==> src/rtl/gbmbo_pkg.sv <==
// Shared constants, types and a helper function for the binary option Monte Carlo unit.
`default_nettype none

package gbmbo_pkg;

  // Number of uniform draws summed into one approximately normal value.
  localparam int DRAWS_PER_NORMAL = 12;
  // Significant bits of each random word.
  localparam int RANDOM_BITS = 16;

  localparam int WORD_W = 16;
  localparam int WORD_USE = (RANDOM_BITS < WORD_W) ? RANDOM_BITS : WORD_W;
  localparam int SUM_W = RANDOM_BITS + 4;
  localparam int CNT_W = $clog2(DRAWS_PER_NORMAL + 1);
  localparam int RB_DOWN = (RANDOM_BITS > 16) ? (RANDOM_BITS - 16) : 0;
  localparam int RB_UP = (RANDOM_BITS < 16) ? (16 - RANDOM_BITS) : 0;

  // Datapath widths of the price step.
  localparam int MAG_W = 19;
  localparam int ZPROD_W = 32 + MAG_W;
  localparam int ZMAG_W = ZPROD_W - 16;
  localparam int TPROD_W = 32 + ZMAG_W;
  localparam int TMAG_W = TPROD_W - 30;
  localparam int FACT_W = TMAG_W + 2;
  localparam int FU_W = FACT_W - 1;
  localparam int PLO_W = 62;
  localparam int NP_W = 32 + (FU_W - 30) + 1;

  // Estimate division widths.
  localparam int EST_W = 16;
  localparam int DVS_W = 24;
  localparam int DVD_W = EST_W + DVS_W;
  localparam int DIV_CNT_W = $clog2(DVD_W + 1);

  // Exact integer square root, evaluated at elaboration only.
  function automatic logic [31:0] isqrt64(input logic [63:0] n);
    logic [63:0] rem;
    logic [63:0] res;
    logic [63:0] bv;
    rem = n;
    res = '0;
    bv = 64'h4000_0000_0000_0000;
    for (int i = 0; i < 32; i++) begin
      if (rem >= res + bv) begin
        rem = rem - (res + bv);
        res = (res >> 1) + bv;
      end else begin
        res = res >> 1;
      end
      bv = bv >> 2;
    end
    return res[31:0];
  endfunction

  localparam logic [31:0] SCALE = isqrt64(64'(12 / DRAWS_PER_NORMAL) << 60);
  localparam logic [SUM_W-1:0] OFFSET = SUM_W'(DRAWS_PER_NORMAL / 2) << RANDOM_BITS;
  localparam logic signed [FACT_W-1:0] ONE_Q30 = FACT_W'(1) << 30;

  typedef enum logic [2:0] {
    REG_DRIFT     = 3'd0,
    REG_DIFFUSION = 3'd1,
    REG_SPOT      = 3'd2,
    REG_STRIKE    = 3'd3,
    REG_STEPS     = 3'd4,
    REG_PATHS     = 3'd5,
    REG_DISCOUNT  = 3'd6,
    REG_PUT       = 3'd7
  } reg_index_t;

  typedef struct packed {
    logic signed [31:0] drift;
    logic signed [31:0] diffusion;
    logic [31:0]        spot;
    logic [31:0]        strike;
    logic [15:0]        steps;
    logic [23:0]        paths;
    logic [15:0]        discount;
    logic               put_sel;
  } cfg_t;

  localparam cfg_t CFG_RESET = '{
    drift:     32'sd26844,
    diffusion: 32'sd4801920,
    spot:      32'd6553600,
    strike:    32'd6553600,
    steps:     16'd2000,
    paths:     24'd100,
    discount:  16'd62340,
    put_sel:   1'b0
  };

  typedef struct packed {
    logic [31:0]      final_price;
    logic             in_the_money;
    logic             batch_done;
    logic [EST_W-1:0] payoff_estimate;
  } result_t;

  typedef struct packed {
    logic             start;
    logic [DVD_W-1:0] dividend;
    logic [DVS_W-1:0] divisor;
  } div_req_t;

endpackage

`default_nettype wire

==> src/rtl/gbmbo_front.sv <==
// Front end: accumulates uniform draws and queues each finished sum for the back end.
`default_nettype none

module gbmbo_front (
  input  logic                        clk,
  input  logic                        rst,
  input  logic                        push,
  input  logic [15:0]                 random_word,
  output logic                        full,
  output logic                        sum_valid,
  output logic [gbmbo_pkg::SUM_W-1:0] sum_data,
  input  logic                        sum_take
);
  import gbmbo_pkg::*;

  logic [SUM_W-1:0] uniform_sum;
  logic [CNT_W-1:0] draw_count;
  logic [SUM_W-1:0] q_data [2];
  logic             wr_ptr;
  logic             rd_ptr;
  logic [1:0]       q_count;

  logic [SUM_W-1:0] draw;
  logic             last_draw;
  logic             accept;
  logic             q_push;
  logic             q_pop;

  always_comb begin
    draw = SUM_W'(random_word[WORD_USE-1:0]) + SUM_W'(1);
    last_draw = (draw_count == CNT_W'(DRAWS_PER_NORMAL - 1));
    // Only the draw that completes a sum needs room in the queue.
    full = last_draw && (q_count == 2'd2);
    accept = push && !full;
    q_push = accept && last_draw;
    q_pop = sum_take && (q_count != 2'd0);
  end

  assign sum_valid = (q_count != 2'd0);
  assign sum_data = q_data[rd_ptr];

  always_ff @(posedge clk) begin
    if (rst) begin
      uniform_sum <= '0;
      draw_count <= '0;
      wr_ptr <= 1'b0;
      rd_ptr <= 1'b0;
      q_count <= 2'd0;
    end else begin
      if (accept) begin
        if (last_draw) begin
          uniform_sum <= '0;
          draw_count <= '0;
        end else begin
          uniform_sum <= uniform_sum + draw;
          draw_count <= draw_count + CNT_W'(1);
        end
      end
      if (q_push) begin
        wr_ptr <= ~wr_ptr;
      end
      if (q_pop) begin
        rd_ptr <= ~rd_ptr;
      end
      q_count <= q_count + 2'(q_push) - 2'(q_pop);
    end
  end

  always_ff @(posedge clk) begin
    if (q_push) begin
      q_data[wr_ptr] <= uniform_sum + draw;
    end
  end

endmodule

`default_nettype wire

==> config.mk <==
export PLATFORM = sky130hd
export DESIGN_NAME = gbmbo_front
export DESIGN_NICKNAME = d
export VERILOG_FILES = /design/src/rtl/gbmbo_pkg.sv /design/src/rtl/gbmbo_front.sv
export SDC_FILE = /design/constraint.sdc
export NUM_CORES = 1
export LEC_CHECK = 0
export BUFFER_PORTS_ARGS = -buffer_cell sky130_fd_sc_hd__buf_2
export CAP_MARGIN = 30
export CELL_PAD_IN_SITES_DETAIL_PLACEMENT = 2
export CELL_PAD_IN_SITES_GLOBAL_PLACEMENT = 2
export CORE_MARGIN = 1
export CORE_UTILIZATION = 41
export DETAILED_ROUTE_END_ITERATION = 10
export PLACE_DENSITY_LB_ADDON = 0.1
export SLEW_MARGIN = 10
export SYNTH_ARGS = -nofsm -noshare
export SYNTH_HDL_FRONTEND = slang
export SYNTH_SLANG_ARGS = --single-unit
export TNS_END_PERCENT = 5
==> constraint.sdc <==
create_clock -name clk -period 6.1 [get_ports clk]
set_input_delay 0.915 -clock clk [delete_from_list [all_inputs] [get_ports clk]]
set_output_delay 0.915 -clock clk [all_outputs]
set_load 0.01 [all_outputs]
Yosys cells after proc, flatten, opt, wreduce, memory -nomap -nowiden
Memory sizes are Yosys's and may differ from the RTL's. A register that Yosys moved wholly into a read port is not among the register bits.
Index checks and enable logic that the tools add are counted.
Storage, ports and cells
  memories kept: 1
  RAM bits: 40
  register bits after elaboration: 28
  input port bits: 20
  output and inout port bits: 22
Memories
  q_data: words 2, width 20, rd ports 1, clocked after Yosys merged registers in 1, wr ports 1, line gbmbo_front.sv:18  | logic [SUM_W-1:0] q_data [2];
Operators by class
  bitwise logic cells: 2
  equal/unequal tests: 2
  reduce and logical (&&, ||, !) cells: 6
  muxes and demuxes: 6
  add/subtract/negate cells: 5
Operator list (count)
  $add A20 B17 Y20: 1
  $mux W20: 1
  $add A16 B1 Y17 const B: 1
  $add A4 B1 Y4 const B: 1
  $eq A4 B4 Y1 const B: 1
  $logic_and A1 B1 Y1: 4
  $mux W1: 4
  $mux W4: 1
  $add A2 B1 Y2: 1
  $eq A2 B2 Y1 const B: 1
  $not A1 Y1: 2
  $reduce_bool A2 Y1: 1
  $sub A2 B1 Y2: 1
  $logic_not A1 Y1: 1

Depth between registers and ports, before layout
  depth in word-level cells: 7
  depth in mapped cells: 13

Least setup slack after synthesis
OpenSTA, ideal clock, no wires.
  path kind: input -> register
  start point: input random_word[0]
  end point: memory q_data[0][18] (netlist bit), data pin
  arrival time: 2.704 ns
  path slack: 3.131 ns
  stages: 11
  setup time: 0.264 ns
  cells stage by stage: inv_1 ha_1 inv_1 fa_1 a211oi_1 o21bai_1 a21oi_1 o21ai_1 a221o_1 nand3_1 xnor2_1
On the way
  cells in the longest elaborated chain, start to end: 2
Ends and longest elaborated chain
  start, declared: line gbmbo_front.sv:8  | input logic [15:0] random_word,
  $add A16 B1 Y17: line gbmbo_front.sv:30  | draw = SUM_W'(random_word[WORD_USE-1:0]) + SUM_W'(1);
  $add A20 B17 Y20: line gbmbo_front.sv:71  | q_data[wr_ptr] <= uniform_sum + draw;
  end, declared: line gbmbo_front.sv:18
Every way passes these cells.

Worst setup path in the final report
  start point: input random_word[0]
  end point: memory q_data[1][18] (netlist bit), data pin
Same word-level chain as after synthesis.

==> results.cfg <==
[critical_path]
cp_max_fo = 5
critPathMaxStageDelay_ps = 430
arrival_ps = 3280
slowest_stage = fa_1
cpMostUsedCell = inv_1
critPathKind = in -> reg
start_kind = primary input
path_cells = buf_2 -> inv_1 -> ha_1 -> inv_1 -> fa_1 -> a211oi_1 -> o21bai_1 -> a21oi_1 -> o21ai_1 -> a221o_1 -> nand3_1 -> xnor2_1
reg2reg_depth = 11
end_kind = flip-flop
required_ps = 6200

[synth]
synth.avg_cell_area_um2 = 11.7
yosys_warnings = 0
ys.flop_type = edfxtp_1
synth.distinct_cells = 44
synth_seq_area_share = 0.529
syn_inst = 287
syn-num-nets = 327
ys_seq_elements = 69
synth-edff-count = 40
async_reset_ff_frac = 0
synth_area_um2 = 3370

[floorplan]
die_w_um = 92.6
ios = 42
coreArea_um2 = 7850
initial_utilization = 0.429
fp-row-count = 32
fp.dieH_um = 92.6
die_area_um2 = 8580

[clock_tree]
cts_inserted_buffers = 9
ctsResizeCount = 0
cts_hold_buf = 0
root_buffer = clkbuf_8
clkSinkCount = 69
h-tree-depth = 3
cts_setup_buffers = 0
cts_tree = yes
clk-insertion-delay-late_ps = 370
clk_pin_slew_worst_paths_ps = 80
cts_buffer_depth = 2

[finish]
n_antenna_cell = 0
nFillCells = 792
area_growth_pct = 17.3
final_cells = 441
drive_gt1_frac = 0.257
fin_nets = 374
final_common_cell = buf_2
final_cell_mix = buf_2 (41), edfxtp_1 (40), dfxtp_1 (29)

[drt]
routed_via_density = 5.57
drtAntennaViolNets = 0
wl_mm = 9.37
top_layer = met4
drc = 0
firstDrtPassIters = 4
drt_iter0_markers = 159
wl_met3_um = 356
wl_met1_mm = 4.19
vias = 2456
wl_per_cell_um = 21.2
wl_met2_mm = 4.63

[timing]
slew_viol_final = 0
setup_violations = 0
fmax_ghz = 0.315
final.setup_skew_ps = 18.8
tns_ps = 0
max_slew_margin = 0.597
whs_ps = 484
worstMarginPinSlew_ps = 604
period_share = 0.521
rsz0062_at_grt = no
period_minus_slack_ps = 3180
fin_ws_ps = 2920
final_hold_viol_count = 0

[hold_path]
hold-path-cell-count = 1
hold_class = reg -> reg

[global_route]
grt_use_total = 0.236
antenna_found_initial = 0
grt_pass1_wl_mm = 14.7
grt_pass1_vias = 2646
grt_max_degree = 21
grt_overflow = 0

[place]
port-buffer-count = 41
placed_cells = 424
place_ws_ps = 2590
place_congestion = 0.808
place_hpwl_mm = 6.28

[outcome]
status = finished clean

[power]
cellPowerDensity_nw_per_um2 = 357
irDropWorstVdd_uv = 124
power.total_mw = 1.41
p_leak_nw = 1.70

[run]
drv_cap = 0
## kinds of logic (layout without fill, tap and decap cells)
group,count (synthesis),in the layout,synth area share
compound gates,69,69,0.143
xor+xnor,20,20,0.0520
fa+ha+maj,20,20,0.0765
buf+inv,17,69,0.0197
flops,69,69,0.529
mux,23,23,0.0773
simple gates,69,69,0.103
## worst max-delay path, delay by kind of cell
family	cells	cell delay, ps
AOI/OAI and AO/OA	5	1320
adders and majority gates	2	580
and+or+nand+nor	1	150
xor gates and xnor gates	1	90
buffers and inverters	3	200
## Yosys cell counts, types with 3 or more instances
library cell,count,area share
edfxtp_1,40,0.36
xnor2_1,12,0.031
clkbuf_1,8,0.0089
a22oi_1,6,0.013
nand2b_1,3,0.0056
nand3_1,5,0.0074
a22o_1,9,0.023
nand2_1,14,0.016
a21oi_1,17,0.025
nor3_1,3,0.0045
inv_1,7,0.0078
dfxtp_1,29,0.17
o21ai_1,3,0.0045
or2_2,3,0.0056
nor2b_1,5,0.0093
mux2_2,20,0.067
xor2_1,8,0.021
and4_1,3,0.0078
nor2_1,22,0.025
o21ai_0,4,0.0059
and2_1,4,0.0074
a21o_1,13,0.029
ha_1,19,0.071
## area by class of cell
class / count / area [µm²] / share of cell area
flip-flops and latches: 69 / 1780 / 0.451
inverters: 7 / 26.3 / 0.00665
repair buffers: 46 / 250 / 0.0633
well taps: 102 / 128 / 0.0323
multi-input cells: 201 / 1520 / 0.385
clock buffers: 9 / 124 / 0.0313
clock inverters: 7 / 121 / 0.0307
## sequential cells by signal, summed over array words and instances, names as in the netlist, named ones only
name,cells
wr_ptr,1
draw_count,4
q_data,40
uniform_sum,20
q_count,2
rd_ptr,1
## per-stage QoR
step	utilization	instance area, µm²
global route	0.504	3950
floorplan	-	3370
CTS	0.502	3940
global placement	0.470	3690
finish	0.504	3950
detailed placement	0.470	3690
## power breakdown
| part | internal (mW) | switching, mW | total (mW) |
|---|---|---|---|
| Clock | 0.274 | 0.193 | 0.466 |
| Combinational | 0.156 | 0.209 | 0.364 |
| Sequential | 0.547 | 0.0327 | 0.580 |
| Total | 0.976 | 0.434 | 1.41 |
## final timing paths
check,from,endpoint,slack (ps)
setup / recovery,random_word[0],q_data[1][18],2920
hold / removal,uniform_sum[15],uniform_sum[15],480
setup reg to reg,uniform_sum[0],q_data[1][18],3270
hold reg to reg,uniform_sum[15],uniform_sum[15],480
## per-layer routing
metal	vias to the layer above	track usage
met5	-	0
met4	0	0.100
met3	15	0.0435
met2	62	0.401
met1	1219	0.295
li1	1160	-
Note: power is estimated with default switching activity, not from simulation.
