<file path="config.mk">
export PLATFORM = sky130hd
export DESIGN_NAME = gbmbo_outq
export DESIGN_NICKNAME = d
export VERILOG_FILES = /design/src/rtl/gbmbo_pkg.sv /design/src/rtl/gbmbo_outq.sv
export SDC_FILE = /design/constraint.sdc
export NUM_CORES = 1
export LEC_CHECK = 0
export ABC_AREA = 1
export BUFFER_PORTS_ARGS = -buffer_cell sky130_fd_sc_hd__buf_2
export CORE_ASPECT_RATIO = 1.1
export CORE_MARGIN = 2
export CORE_UTILIZATION = 56
export DETAILED_ROUTE_END_ITERATION = 12
export PLACE_DENSITY_LB_ADDON = 0.25
export SYNTH_ARGS = -nofsm -noshare
export SYNTH_HDL_FRONTEND = slang
export SYNTH_SLANG_ARGS = --single-unit
</file>
<file path="constraint.sdc">
create_clock -name clk -period 7.5 [get_ports clk]
set_input_delay 1.5 -clock clk [delete_from_list [all_inputs] [get_ports clk]]
set_output_delay 1.5 -clock clk [all_outputs]
set_load 0.005 [all_outputs]
</file>
<file path="src/rtl/gbmbo_pkg.sv">
// Shared constants, types and a helper function for the binary option Monte Carlo unit.
`default_nettype none

package gbmbo_pkg;

  // Number of uniform draws summed into one approximately normal value.
  localparam int DRAWS_PER_NORMAL = 12;
  // Significant bits of each random word.
  localparam int RANDOM_BITS = 16;

  localparam int WORD_W = 16;
  localparam int WORD_USE = (RANDOM_BITS < WORD_W) ? RANDOM_BITS : WORD_W;
  localparam int SUM_W = RANDOM_BITS + 4;
  localparam int CNT_W = $clog2(DRAWS_PER_NORMAL + 1);
  localparam int RB_DOWN = (RANDOM_BITS > 16) ? (RANDOM_BITS - 16) : 0;
  localparam int RB_UP = (RANDOM_BITS < 16) ? (16 - RANDOM_BITS) : 0;

  // Datapath widths of the price step.
  localparam int MAG_W = 19;
  localparam int ZPROD_W = 32 + MAG_W;
  localparam int ZMAG_W = ZPROD_W - 16;
  localparam int TPROD_W = 32 + ZMAG_W;
  localparam int TMAG_W = TPROD_W - 30;
  localparam int FACT_W = TMAG_W + 2;
  localparam int FU_W = FACT_W - 1;
  localparam int PLO_W = 62;
  localparam int NP_W = 32 + (FU_W - 30) + 1;

  // Estimate division widths.
  localparam int EST_W = 16;
  localparam int DVS_W = 24;
  localparam int DVD_W = EST_W + DVS_W;
  localparam int DIV_CNT_W = $clog2(DVD_W + 1);

  // Exact integer square root, evaluated at elaboration only.
  function automatic logic [31:0] isqrt64(input logic [63:0] n);
    logic [63:0] rem;
    logic [63:0] res;
    logic [63:0] bv;
    rem = n;
    res = '0;
    bv = 64'h4000_0000_0000_0000;
    for (int i = 0; i < 32; i++) begin
      if (rem >= res + bv) begin
        rem = rem - (res + bv);
        res = (res >> 1) + bv;
      end else begin
        res = res >> 1;
      end
      bv = bv >> 2;
    end
    return res[31:0];
  endfunction

  localparam logic [31:0] SCALE = isqrt64(64'(12 / DRAWS_PER_NORMAL) << 60);
  localparam logic [SUM_W-1:0] OFFSET = SUM_W'(DRAWS_PER_NORMAL / 2) << RANDOM_BITS;
  localparam logic signed [FACT_W-1:0] ONE_Q30 = FACT_W'(1) << 30;

  typedef enum logic [2:0] {
    REG_DRIFT     = 3'd0,
    REG_DIFFUSION = 3'd1,
    REG_SPOT      = 3'd2,
    REG_STRIKE    = 3'd3,
    REG_STEPS     = 3'd4,
    REG_PATHS     = 3'd5,
    REG_DISCOUNT  = 3'd6,
    REG_PUT       = 3'd7
  } reg_index_t;

  typedef struct packed {
    logic signed [31:0] drift;
    logic signed [31:0] diffusion;
    logic [31:0]        spot;
    logic [31:0]        strike;
    logic [15:0]        steps;
    logic [23:0]        paths;
    logic [15:0]        discount;
    logic               put_sel;
  } cfg_t;

  localparam cfg_t CFG_RESET = '{
    drift:     32'sd26844,
    diffusion: 32'sd4801920,
    spot:      32'd6553600,
    strike:    32'd6553600,
    steps:     16'd2000,
    paths:     24'd100,
    discount:  16'd62340,
    put_sel:   1'b0
  };

  typedef struct packed {
    logic [31:0]      final_price;
    logic             in_the_money;
    logic             batch_done;
    logic [EST_W-1:0] payoff_estimate;
  } result_t;

  typedef struct packed {
    logic             start;
    logic [DVD_W-1:0] dividend;
    logic [DVS_W-1:0] divisor;
  } div_req_t;

endpackage

`default_nettype wire

</file>
<file path="src/rtl/gbmbo_outq.sv">
// Two-entry result queue that decouples the back end from the consumer.
`default_nettype none

module gbmbo_outq (
  input  logic               clk,
  input  logic               rst,
  input  logic               in_valid,
  input  gbmbo_pkg::result_t in_data,
  output logic               in_full,
  input  logic               out_pop,
  output logic               out_empty,
  output gbmbo_pkg::result_t out_data
);
  import gbmbo_pkg::*;

  result_t    q_data [2];
  logic       wr_ptr;
  logic       rd_ptr;
  logic [1:0] q_count;
  logic       q_push;
  logic       q_pop;

  always_comb begin
    in_full = (q_count == 2'd2);
    out_empty = (q_count == 2'd0);
    q_push = in_valid && !in_full;
    q_pop = out_pop && !out_empty;
  end

  assign out_data = q_data[rd_ptr];

  always_ff @(posedge clk) begin
    if (rst) begin
      wr_ptr <= 1'b0;
      rd_ptr <= 1'b0;
      q_count <= 2'd0;
    end else begin
      if (q_push) begin
        wr_ptr <= ~wr_ptr;
      end
      if (q_pop) begin
        rd_ptr <= ~rd_ptr;
      end
      q_count <= q_count + 2'(q_push) - 2'(q_pop);
    end
  end

  always_ff @(posedge clk) begin
    if (q_push) begin
      q_data[wr_ptr] <= in_data;
    end
  end

endmodule

`default_nettype wire

</file>
# == After elaboration in Yosys (flattened, before gate mapping) ==
# Memories as Yosys holds them, arrays and structs flattened. A register that Yosys moved wholly into a read port is not among the register bits.
# Index checks and enable logic that the tools add are counted.
# totals
ff_bits,4
latch_bits,0
ramBits,100
romBits,0
out_inout_bits,52
n_memories,1
# memory_table
memory,depth,word_bits,rd,rd_ports_with_merged_regs,write_ports,line_no,source
q_data,2,50,1,1,1,gbmbo_outq.sv:16,result_t q_data [2];
# op_classes
add_sub_neg,2
multipliers,0
div,0
order_cmp,0
eq_ne,1
n_shift,0
mux,4
n_bitwise,2
reduce_logical,5
# op_table
cell,n
2-to-1 mux 1 bit,4
adder 2 x 1 -> 2 bit,1
"equality test 2 bit, second input constant",1
logical AND 1 bit,2
zero test 1 bit,2
zero test 2 bit,1
inverter 1 bit,2
subtractor 2 x 1 -> 2 bit,1

# == Longest topological paths before layout ==
# Gate-level depths: netlist of the first run.
# logic_depth
ltp_word,5
ltp_mapped,11

# == Least setup slack after synthesis of the first run ==
# No wires, ideal clock.
# synth_timing
path_type,input to register
start,input port in_valid
end,memory q_data[0][0] (netlist name) (enable)
t_arrival_ns,3.666
required_time_ns,7.042
slack_ns,3.376
cell_stages,2
cell_sequence,nand2_1 > nor2_1
# synth_via
elab_chain_cells,3
# synth_lines
element,line_no,source
start: declaration,gbmbo_outq.sv:7,"input logic in_valid,"
logical AND 1 bit,gbmbo_outq.sv:26,q_push = in_valid && !in_full;
2-to-1 mux 1 bit,gbmbo_outq.sv:49,if (q_push) begin
2-to-1 mux 1 bit (implied by the code),gbmbo_outq.sv:50,q_data[wr_ptr] <= in_data;
end: declaration,gbmbo_outq.sv:16,
# No other way between the ends.

==> summary.md, run 1 <==
| Metric | Value |
|---|---|
| Violated checks | `DRC` |
| Clock slew at reported path FFs | `90 ps` |
| Distinct cell type count of the synthesized netlist | `11` |
| Slowest library cell on the worst path | `sky130_fd_sc_hd__dfxtp_4` |
| Syn Std Cell Area | `just over 0.004 mm2` |
| Maximum clock insertion buffer count | `2` |
| Final max-slew violation count | `0` |
| Fmax | `between 200 and 300 MHz` |
| Data arrival time of the critical path | `1850 ps` |
| Die footprint | `0.00805 mm2` |
| NetSw | `between 0.0003 and 0.0004 W` |
| Gate count after technology mapping | `a little under 200` |
| Final worst setup slack | `4150 ps` |
| CTS tree | `done` |
| CP peak stage delay | `990 ps` |
| Run status | `finished, violations left` |
| Yosys top cell by area | `sky130_fd_sc_hd__edfxtp_1` |
| Setup crit start kind | `register` |
| Net count of the finished layout | `362` |
| Largest net degree at the start of global routing | `51` |
| Post-DRT Antenna Nets | `0` |
| Area share of the leading cell type in the synthesized netlist | `0.729` |
| Sequential Power Share | `0.542` |
| Overall power after layout | `between 0.0015 and 0.002 W` |
| Worst reg-to-reg setup slack | `5620 ps` |
| Final clock skew | `between 10 and 15 ps` |
| Hpwl dp | `4110 um` |
| Vias per cell | `approximately 5.0` |
| Port bufs | `105` |
| Worst-case vdd ir drop | `0.000262 V` |
| DR DRC count | `7` |
| Area of combinational cells with multiple inputs | `872 um2` |
| Setup Fix Bufs, Post-CTS | `0` |
| Crit Path Max Fanout | `50` |
| Number of hold violations in the final report | `0` |
| Worst setup timing slack at the placement stage | `about 4500 ps` |
| Antenna diode count | `0` |
| Placement row count | `32` |
| Part of the total power dissipated in combinational logic | `0.239` |
| Ys Warns | `0` |
| Sort of element at the end of the critical path | `output port` |
| Starting density of the core | `0.581` |
| Storage element area | `between 0.003 and 0.004 mm2` |
| Classification of the worst-slack hold path | `reg2reg` |
| Via Count | `1,995` |
| Root Driver | `sky130_fd_sc_hd__clkbuf_8` |
| Global-route wire length before repair | `between 9000 and 10,000 um` |
| Aggregate global-route resource usage | `0.160` |
| Max-cap viol count | `0` |
| Leakage power total | `1.96 nW` |
| WL per Instance | `16.0 um` |
| Initial antenna violation count | `0` |
| Total of endpoints with negative setup slack in the final report | `0` |
| Switching Fraction | `0.257` |
| Ordered cell list for the critical path | `mux2_4, buf_2` |
| Category of the critical setup timing path | `reg2out` |
| Fraction of final layout cells sized beyond drive strength 1 | `0.553` |
| Die outline width | `85.7 um` |
| Chip Height | `around 94 um` |
| Vias in the first global route | `about 2,000` |
| Area growth from synthesis to layout | `17.7%` |
| Remaining global-route overflow | `0` |
| Cell area power density | `310 mW/mm2` |
| H-tree levels | `3` |
| Average cell area after synthesis | `21.1 um2` |
| CTS Hold Bufs | `0` |
| Share of the yosys chip area belonging to registers | `0.754` |
| Required time of the critical path | `6000 ps` |
| Transition at the pin with the smallest max-transition slack | `1090 ps` |
| Number of sinks handled by clock tree synthesis | `approximately 110` |
| Internal power of the cells | `0.00112 W` |
| Setup total negative slack | `0 ps` |
| Number of DRC markers after the initial detailed-route iteration | `~130` |
| Floorplan core area | `between 0.007 and 0.008 mm2` |
| Flip-flop and latch count after synthesis | `105` |
| Cts repair resizes | `0` |
| Final weighted congestion in routability-driven placement | `0.704` |
| Min cycle time layout | `3350 ps` |
| Number of filler instances in the final layout | `between 400 and 500` |
| Number of search-and-repair iterations in the first detailed-routing pass | `8` |
| Cts bufs inserted | `9` |
| Area contributors post-synth | `sky130_fd_sc_hd__edfxtp_1, sky130_fd_sc_hd__mux2_4, sky130_fd_sc_hd__buf_12` |
| Total nets after synthesis | `251` |
| Clk network pwr share | `0.219` |
| Clk_lat worst skew | `350 ps` |
| Final Routed Wirelength | `6340 um` |
| Unrepaired setup endpoints after global routing | `false` |
| Final worst path period share | `0.447` |
| Final core utilization | `0.683` |
| I/O pin count | `106` |
| Max_slew headroom | `0.271` |
[metrics by stage]
step | instance area (um2) | cells | hold slack, ps
4_1_cts | 4840 | 396 | 521
3_3_place_gp | 4660 | 380 | 487
5_1_grt | 4840 | 396 | 558
3_5_place_dp | 4660 | 380 | 486
6_report | 4840 | 396 | 523
2_1_floorplan | 4120 | 195 | 467
[cell families after synthesis]
family,share of synthesized area
fa+ha+maj,0.00608
buf+inv,0.0362
mux,0.182
compound gates,0.00243
flops,0.754
simple gates,0.0191
[state kept, by name, indices dropped and copies added, names as in the netlist, named ones only]
register and cells:
rd_ptr 1, wr_ptr 1, q_count 2, q_data 100
[layer usage]
| metal | part of all wire | global-route usage | up-vias |
|---|---|---|---|
| li1 | - | - | 959 |
| met2 | 0.51 | 0.262 | 71 |
| met4 | 0.022 | 0.0913 | 0 |
| met3 | 0.060 | 0.0404 | 10 |
| met1 | 0.41 | 0.194 | 955 |
| met5 | 0 | 0 | - |
[synth_stat cells]
master / number
sky130_fd_sc_hd__nor2_1: 9
sky130_fd_sc_hd__ha_1: 2
sky130_fd_sc_hd__edfxtp_1: 100
sky130_fd_sc_hd__nand3_1: 3
sky130_fd_sc_hd__mux2_4: 50
sky130_fd_sc_hd__nand2_1: 8
sky130_fd_sc_hd__dfxtp_1: 5
sky130_fd_sc_hd__buf_12: 5
sky130_fd_sc_hd__buf_6: 1
sky130_fd_sc_hd__a21oi_1: 2
sky130_fd_sc_hd__inv_1: 10
[area by class of cell]
cell class              count  area share
repair buffers            106       0.110
clock buffers              11      0.0271
multi-input cells          74       0.180
flip-flops and latches    105       0.641
clock inverters             5      0.0116
inverters                  10     0.00775
well taps                  85      0.0220
[worst max-delay path: cells and delay by family (launching register included)]
family / cells / cell delay [ps]
DFF: 1 / 990
buffers and inverters: 1 / 130
muxes: 1 / 370
[power groups by stage]
stage	sequential, W	clock [W]	combinational, W
after global routing	0.000826	0.000356	0.000393
after floorplan	0.000779	0	0.000303
after detailed placement	0.000829	0	0.000365
after global placement	0.000826	0	0.000359
after CTS	0.000816	0.000337	0.000365
final	0.000814	0.000329	0.000360
[path summary, 6_finish.rpt]
check | startpoint | endpoint | cells past startpoint
worst max-delay path | register | out_data[24] | 2
worst min-delay path | rd_ptr | rd_ptr | 2
worst max register to register | q_count[0] | q_data[1][8] | 4
worst min register to register | rd_ptr | rd_ptr | 2
[placed cells by master (no fill, tap or decap)]
cell type / synthesis / layout
sky130_fd_sc_hd__clkbuf_1: 0 / 2
sky130_fd_sc_hd__inv_2: 0 / 1
sky130_fd_sc_hd__nor2_1: 9 / 8
sky130_fd_sc_hd__nand3_1: 3 / 3
sky130_fd_sc_hd__bufinv_16: 0 / 1
sky130_fd_sc_hd__nand2_1: 8 / 8
sky130_fd_sc_hd__dfxtp_4: 0 / 1
sky130_fd_sc_hd__clkinv_1: 0 / 1
sky130_fd_sc_hd__clkinv_2: 0 / 1
sky130_fd_sc_hd__inv_1: 10 / 9
sky130_fd_sc_hd__buf_4: 0 / 1
sky130_fd_sc_hd__clkbuf_8: 0 / 9
sky130_fd_sc_hd__a21oi_1: 2 / 2
sky130_fd_sc_hd__clkinv_4: 0 / 2
sky130_fd_sc_hd__nor2_4: 0 / 1
sky130_fd_sc_hd__edfxtp_1: 100 / 100
sky130_fd_sc_hd__ha_1: 2 / 2
sky130_fd_sc_hd__buf_2: 0 / 105
sky130_fd_sc_hd__dfxtp_1: 5 / 4
sky130_fd_sc_hd__mux2_4: 50 / 50
(Power assumes the default switching activity.)
==> run 2: changes to the inputs <==
--- a/config.mk
+++ b/config.mk
@@ -9,7 +9,7 @@
 export BUFFER_PORTS_ARGS = -buffer_cell sky130_fd_sc_hd__buf_2
 export CORE_ASPECT_RATIO = 1.1
 export CORE_MARGIN = 2
-export CORE_UTILIZATION = 56
+export CORE_UTILIZATION = 52
 export DETAILED_ROUTE_END_ITERATION = 12
 export PLACE_DENSITY_LB_ADDON = 0.25
 export SYNTH_ARGS = -nofsm -noshare
==> constraint.sdc (replaced) <==
create_clock -name clk -period 3.3 [get_ports clk]
set_input_delay 0.66 -clock clk [delete_from_list [all_inputs] [get_ports clk]]
set_output_delay 0.66 -clock clk [all_outputs]
set_load 0.005 [all_outputs]
==> summary.md, run 2 (synthesis gave the netlist of run 1 again) <==
| Metric | Value |
|---|---|
| Run status | `finished, final reports clean` |
| Crit Path Max Fanout | `50` |
| CP peak stage delay | `around 1000 ps` |
| Number of DRC markers after the initial detailed-route iteration | `79` |
| Maximum clock insertion buffer count | `2` |
| Number of search-and-repair iterations in the first detailed-routing pass | `5` |
| Root Driver | `sky130_fd_sc_hd__clkbuf_8` |
| Die footprint | `0.00864 mm2` |
| Most used cells in the layout excluding fill and tap cells | `sky130_fd_sc_hd__buf_2, sky130_fd_sc_hd__edfxtp_1, sky130_fd_sc_hd__mux2_4` |
| Remaining global-route overflow | `0` |
| Cts repair resizes | `0` |
| Die outline width | `88.8 um` |
| Regs by FF count | `q_data x100, q_count x2` |
| Setup total negative slack | `0 ps` |
| Unrepaired setup endpoints after global routing | `false` |
| Cell count after placement | `around 400` |
| Global-route wire length before repair | `slightly below 10,000 um` |
| Cell family with the largest share of critical-path delay | `flip-flops` |
| Classification of the worst-slack hold path | `in2reg` |
| Max_slew headroom | `0.370` |
| Chip Height | `97.3 um` |
| Setup Fix Bufs, Post-CTS | `0` |
| Placement row count | `34` |
| Final weighted congestion in routability-driven placement | `between 0.7 and 0.8` |
| Max-cap viol count | `0` |
| Leading cell type in the layout, fill and taps excluded | `sky130_fd_sc_hd__buf_2` |
| Worst-case vdd ir drop | `0.000489 V` |
| Post-DRT Antenna Nets | `0` |
| Min cycle time layout | `~2500 ps` |
| Number of buffers and inverters on the critical path | `1` |
| Final max-slew violation count | `0` |
| Net count of the finished layout | `363` |
| Setup crit start kind | `register` |
| CTS tree | `done` |
| Fmax | `a little under 400 MHz` |
| WL per Instance | `15.7 um` |
| Aggregate global-route resource usage | `0.154` |
| Number of sinks handled by clock tree synthesis | `105` |
| Vias per cell | `slightly below 5` |
| Total of endpoints with negative setup slack in the final report | `0` |
| Initial antenna violation count | `0` |
| Fraction of final layout cells sized beyond drive strength 1 | `0.564` |
| Via Count | `~2,000` |
| DR DRC count | `0` |
| Required time of the critical path | `2640 ps` |
| Max reg flops | `100` |
| Hpwl dp | `4280 um` |
| Overall power after layout | `0.00346 W` |
| Starting density of the core | `0.529` |
| Number of hold violations in the final report | `0` |
| Final clock skew | `8.36 ps` |
| Floorplan core area | `0.00778 mm2` |
| CTS Hold Bufs | `0` |
| Final worst path period share | `0.763` |
| H-tree levels | `3` |
| Largest net degree at the start of global routing | `51` |
| Category of the critical setup timing path | `reg2out` |
| Clk_lat worst skew | `350 ps` |
| Port bufs | `approximately 110` |
| Final std cells w/o fill | `between 400 and 500` |
| Ordered cell list for the critical path | `mux2_4, buf_2` |
| Clock slew at reported path FFs | `roughly 90 ps` |
| Register bank with the most flops | `q_data` |
| Worst reg-to-reg setup slack | `between 1500 and 2000 ps` |
| Final Routed Wirelength | `6620 um` |
| Leakage power total | `1.97 nW` |
| Cts bufs inserted | `9` |
| Sort of element at the end of the critical path | `output port` |
| Vias in the first global route | `2,067` |
| Data arrival time of the critical path | `1860 ps` |
| Slowest library cell on the worst path | `sky130_fd_sc_hd__dfxtp_4` |
| I/O pin count | `106` |
| Area growth from synthesis to layout | `19.3%` |
| Transition at the pin with the smallest max-transition slack | `944 ps` |
| Cell area power density | `roughly 700 mW/mm2` |
-- run 2: power by group --
| group | switching, W | leakage, nW | internal (W) |
|---|---|---|---|
| Combinational | 0.000327 | 0.897 | 0.000501 |
| Sequential | 0.000156 | 0.976 | 0.00169 |
| Clock | 0.000424 | 0.0978 | 0.000358 |
-- run 2: layer usage --
metal / vias up / track usage / routed length (um) / share of wire
met1: 992 / 0.186 / 2600 / 0.39
li1: 963 / - / - / -
met4: 0 / 0.0699 / 92 / 0.014
met3: 7 / 0.0527 / 488 / 0.074
met2: 78 / 0.247 / 3430 / 0.52
met5: - / 0 / 0 / 0
-- run 2: metrics by stage --
stage / hold slack (ps) / setup WS (ps) / cell area, um2 / utilization
after floorplan: 467 / 16.4 / 4120 / -
after global placement: 486 / 1150 / 4700 / 0.604
after detailed placement: 491 / 1140 / 4700 / 0.604
after CTS: 444 / 744 / 4910 / 0.630
after global routing: 439 / 693 / 4910 / 0.630
final: 462 / 783 / 4910 / 0.631
-- run 2: final timing paths --
check | startpoint | endpoint | cells after the start
worst max-delay path | register | out_data[39] | 2
worst min-delay path | rst | q_count[0] | 2
worst max register to register | q_count[0] | q_data[1][40] | 5
worst min register to register | rd_ptr | register | 2
-- run 2: area by class of cell --
cell class | count | area [um2]
clock buffers | 9 | 124
well taps | 108 | 135
clock inverters | 7 | 78.8
fillers | 581 | 2880
inverters | 10 | 37.5
repair buffers | 107 | 553
multi-input cells | 74 | 872
diodes | 1 | 2.50
flip-flops and latches | 105 | 3110
==> run 3: changes to the inputs <==
--- a/config.mk
+++ b/config.mk
@@ -5,11 +5,11 @@
 export SDC_FILE = /design/constraint.sdc
 export NUM_CORES = 1
 export LEC_CHECK = 0
-export ABC_AREA = 1
+export ABC_AREA = 0
 export BUFFER_PORTS_ARGS = -buffer_cell sky130_fd_sc_hd__buf_2
 export CORE_ASPECT_RATIO = 1.1
 export CORE_MARGIN = 2
-export CORE_UTILIZATION = 52
+export CORE_UTILIZATION = 51
 export DETAILED_ROUTE_END_ITERATION = 12
 export PLACE_DENSITY_LB_ADDON = 0.25
 export SYNTH_ARGS = -nofsm -noshare
==> constraint.sdc (replaced) <==
create_clock -name clk -period 2.5 [get_ports clk]
set_input_delay 0.5 -clock clk [delete_from_list [all_inputs] [get_ports clk]]
set_output_delay 0.5 -clock clk [all_outputs]
set_load 0.005 [all_outputs]
==> summary.md, run 3 <==
| Metric | Value |
|---|---|
| Remaining global-route overflow | `0` |
| WL per Instance | `16.0 um` |
| Initial antenna violation count | `0` |
| Final max-slew violation count | `0` |
| Die footprint | `0.00822 mm2` |
| Syn Std Cell Area | `0.00383 mm2` |
| Data arrival time of the critical path | `1540 ps` |
| Number of enable flip-flop cells after synthesis | `100` |
| Regs by FF count | `q_data x100, q_count x2` |
| Final non-filler cell area | `0.00475 mm2` |
| Crit Path Max Fanout | `26` |
| Number of buffers and inverters on the critical path | `2` |
| Cell count after placement | `373` |
| Port bufs | `105` |
| Most used cells in the layout excluding fill and tap cells | `sky130_fd_sc_hd__buf_2, sky130_fd_sc_hd__edfxtp_1, sky130_fd_sc_hd__mux2_2` |
| Required time of the critical path | `2000 ps` |
| Final worst path period share | `0.815` |
| Cell depth of the worst min-delay path | `1` |
| Total nets after synthesis | `239` |
| Slowest library cell on the worst path | `sky130_fd_sc_hd__mux2_2` |
| Distinct cell type count of the synthesized netlist | `22` |
| Share of the yosys chip area belonging to registers | `0.810` |
| CP peak stage delay | `390 ps` |
| Final clock skew | `9.42 ps` |
| Yosys top cell by area | `sky130_fd_sc_hd__edfxtp_1` |
| Category of the critical setup timing path | `reg2out` |
| Max reg flops | `100` |
| Setup crit start kind | `register` |
| Fraction of synthesis flops using an asynchronous set or reset pin | `0` |
| Leakage power total | `1.81 nW` |
| Unrepaired setup endpoints after global routing | `false` |
| Clock slew at reported path FFs | `100 ps` |
| Max-cap viol count | `0` |
| Largest net degree at the start of global routing | `between 50 and 60` |
| Worst r2r path cells | `5` |
| DR DRC count | `0` |
| Reg-to-reg startpoint | `q_count[0]` |
| Transition at the pin with the smallest max-transition slack | `352 ps` |
| Cell family with the largest share of critical-path delay | `buffers and inverters` |
| Number of DRC markers after the initial detailed-route iteration | `99` |
| Via Count | `roughly 2,000` |
| Final weighted congestion in routability-driven placement | `about 0.71` |
| Most used flip-flop cell after synthesis | `sky130_fd_sc_hd__edfxtp_1` |
| Die outline width | `86.6 um` |
| Classification of the worst-slack hold path | `in2reg` |
| Area growth from synthesis to layout | `24.1%` |
| Floorplan core area | `around 0.0073 mm2` |
| Final core utilization | `0.646` |
| Global-route wire length before repair | `9370 um` |
| Number of hold violations in the final report | `0` |
| Worst Hold Endpoint | `q_data[1][17]` |
| Number of filler instances in the final layout | `about 540` |
| Setup total negative slack | `0 ps` |
| H-tree levels | `3` |
| Post-DRT Antenna Nets | `0` |
| Worst reg-to-reg setup slack | `900 ps` |
| Setup Fix Bufs, Post-CTS | `0` |
| Antenna diode count | `0` |
| Worst-case vdd ir drop | `a little over 0.0005 V` |
| Area contributors post-synth | `sky130_fd_sc_hd__edfxtp_1, sky130_fd_sc_hd__mux2_2, sky130_fd_sc_hd__dfxtp_1` |
| Cts repair resizes | `0` |
| Fraction of final layout cells sized beyond drive strength 1 | `0.576` |
| Cell types with the highest counts after synthesis | `sky130_fd_sc_hd__edfxtp_1, sky130_fd_sc_hd__mux2_2, sky130_fd_sc_hd__buf_2, sky130_fd_sc_hd__dfxtp_1` |
| Ordered cell list for the critical path | `buf_4, mux2_2, buf_2` |
| Storage element area | `about 0.0031 mm2` |
| Gate count after technology mapping | `183` |
| Starting density of the core | `0.521` |
| Root Driver | `sky130_fd_sc_hd__clkbuf_8` |
| I/O pin count | `106` |
| Ys Warns | `0` |
| Final Routed Wirelength | `6220 um` |
| Reg-to-reg endpoint | `q_data[0][7]` |
| Min cycle time layout | `2040 ps` |
| Final std cells w/o fill | `around 400` |
| Leading cell type in the layout, fill and taps excluded | `sky130_fd_sc_hd__buf_2` |
| Average cell area after synthesis | `20.9 um2` |
| Register bank with the most flops | `q_data` |
| Fmax | `491 MHz` |
| Net count of the finished layout | `around 350` |
| Area share of the leading cell type in the synthesized netlist | `0.784` |
| Sort of element at the end of the critical path | `output port` |
| Number of sinks handled by clock tree synthesis | `about 110` |
| Vias in the first global route | `1,990` |
| Chip Height | `94.9 um` |
| Flip-flop and latch count after synthesis | `around 110` |
| Max_slew headroom | `0.765` |
| Most used standard cell by instance count after synthesis | `sky130_fd_sc_hd__edfxtp_1` |
| Cell area power density | `1000 mW/mm2` |
| Maximum clock insertion buffer count | `2` |
| Worst Min Path Start | `in_data[17]` |
| Cts bufs inserted | `9` |
| Hpwl dp | `between 3000 and 4000 um` |
| Vias per cell | `~5` |
| Placement row count | `33` |
| Run status | `finished, final reports clean` |
| Post-DP Area | `~0.0045 mm2` |
| Aggregate global-route resource usage | `0.155` |
| Clk_lat worst skew | `360 ps` |
| Number of search-and-repair iterations in the first detailed-routing pass | `4` |
| Area of combinational cells with multiple inputs | `682 um2` |
| CTS Hold Bufs | `0` |
| Total of endpoints with negative setup slack in the final report | `0` |
| CTS tree | `done` |
-- run 3: how the worst max path moves through the flow --
stage,startpoint,to,slack (ps),depth (start not counted)
global route,register,out_data[11],390,3
finish,register,out_data[11],460,3
detailed placement,in_valid,q_data[0][9],770,5
CTS,register,out_data[11],430,3
global placement,in_valid,q_data[0][48],800,5
floorplan,in_valid,q_data[0][0],220,3
-- run 3: report_power, final --
part           internal, W  switching, W  leakage (nW)
Combinational     0.000600      0.000550         0.705
Sequential         0.00224     0.0000670         0.976
Clock             0.000769      0.000526         0.128
-- run 3: cells by family after synthesis --
family | after synthesis | share of synthesized area
compound gates | 3 | 0.00457
simple gates | 11 | 0.0154
mux | 50 | 0.147
xor+xnor | 2 | 0.00458
flops | 105 | 0.810
buf+inv | 10 | 0.0114
fa+ha+maj | 2 | 0.00653
-- run 3: area by class of cell --
class,instances,share of cell area
clock buffer,11,0.0277
sequential,105,0.653
tap,87,0.0229
timing repair buffer,109,0.122
inverter,4,0.00316
clock inverter,5,0.0271
multi-input combinational,68,0.144
-- run 3: stage by stage --
| stage | hold slack [ps] | worst slack (ps) | power (W) |
|---|---|---|---|
| floorplan | 451 | 220 | 0.00303 |
| global placement | 470 | 797 | 0.00350 |
| detailed placement | 479 | 769 | 0.00352 |
| CTS | 307 | 430 | 0.00482 |
| global route | 303 | 389 | 0.00499 |
| finish | 323 | 462 | 0.00475 |
-- run 3: routing by layer --
metal,vias to the layer above,global-route usage,routed length [um]
li1,941,-,-
met1,973,0.182,2530
met2,74,0.260,3130
met3,10,0.0516,448
met4,0,0.0703,115
met5,-,0,0
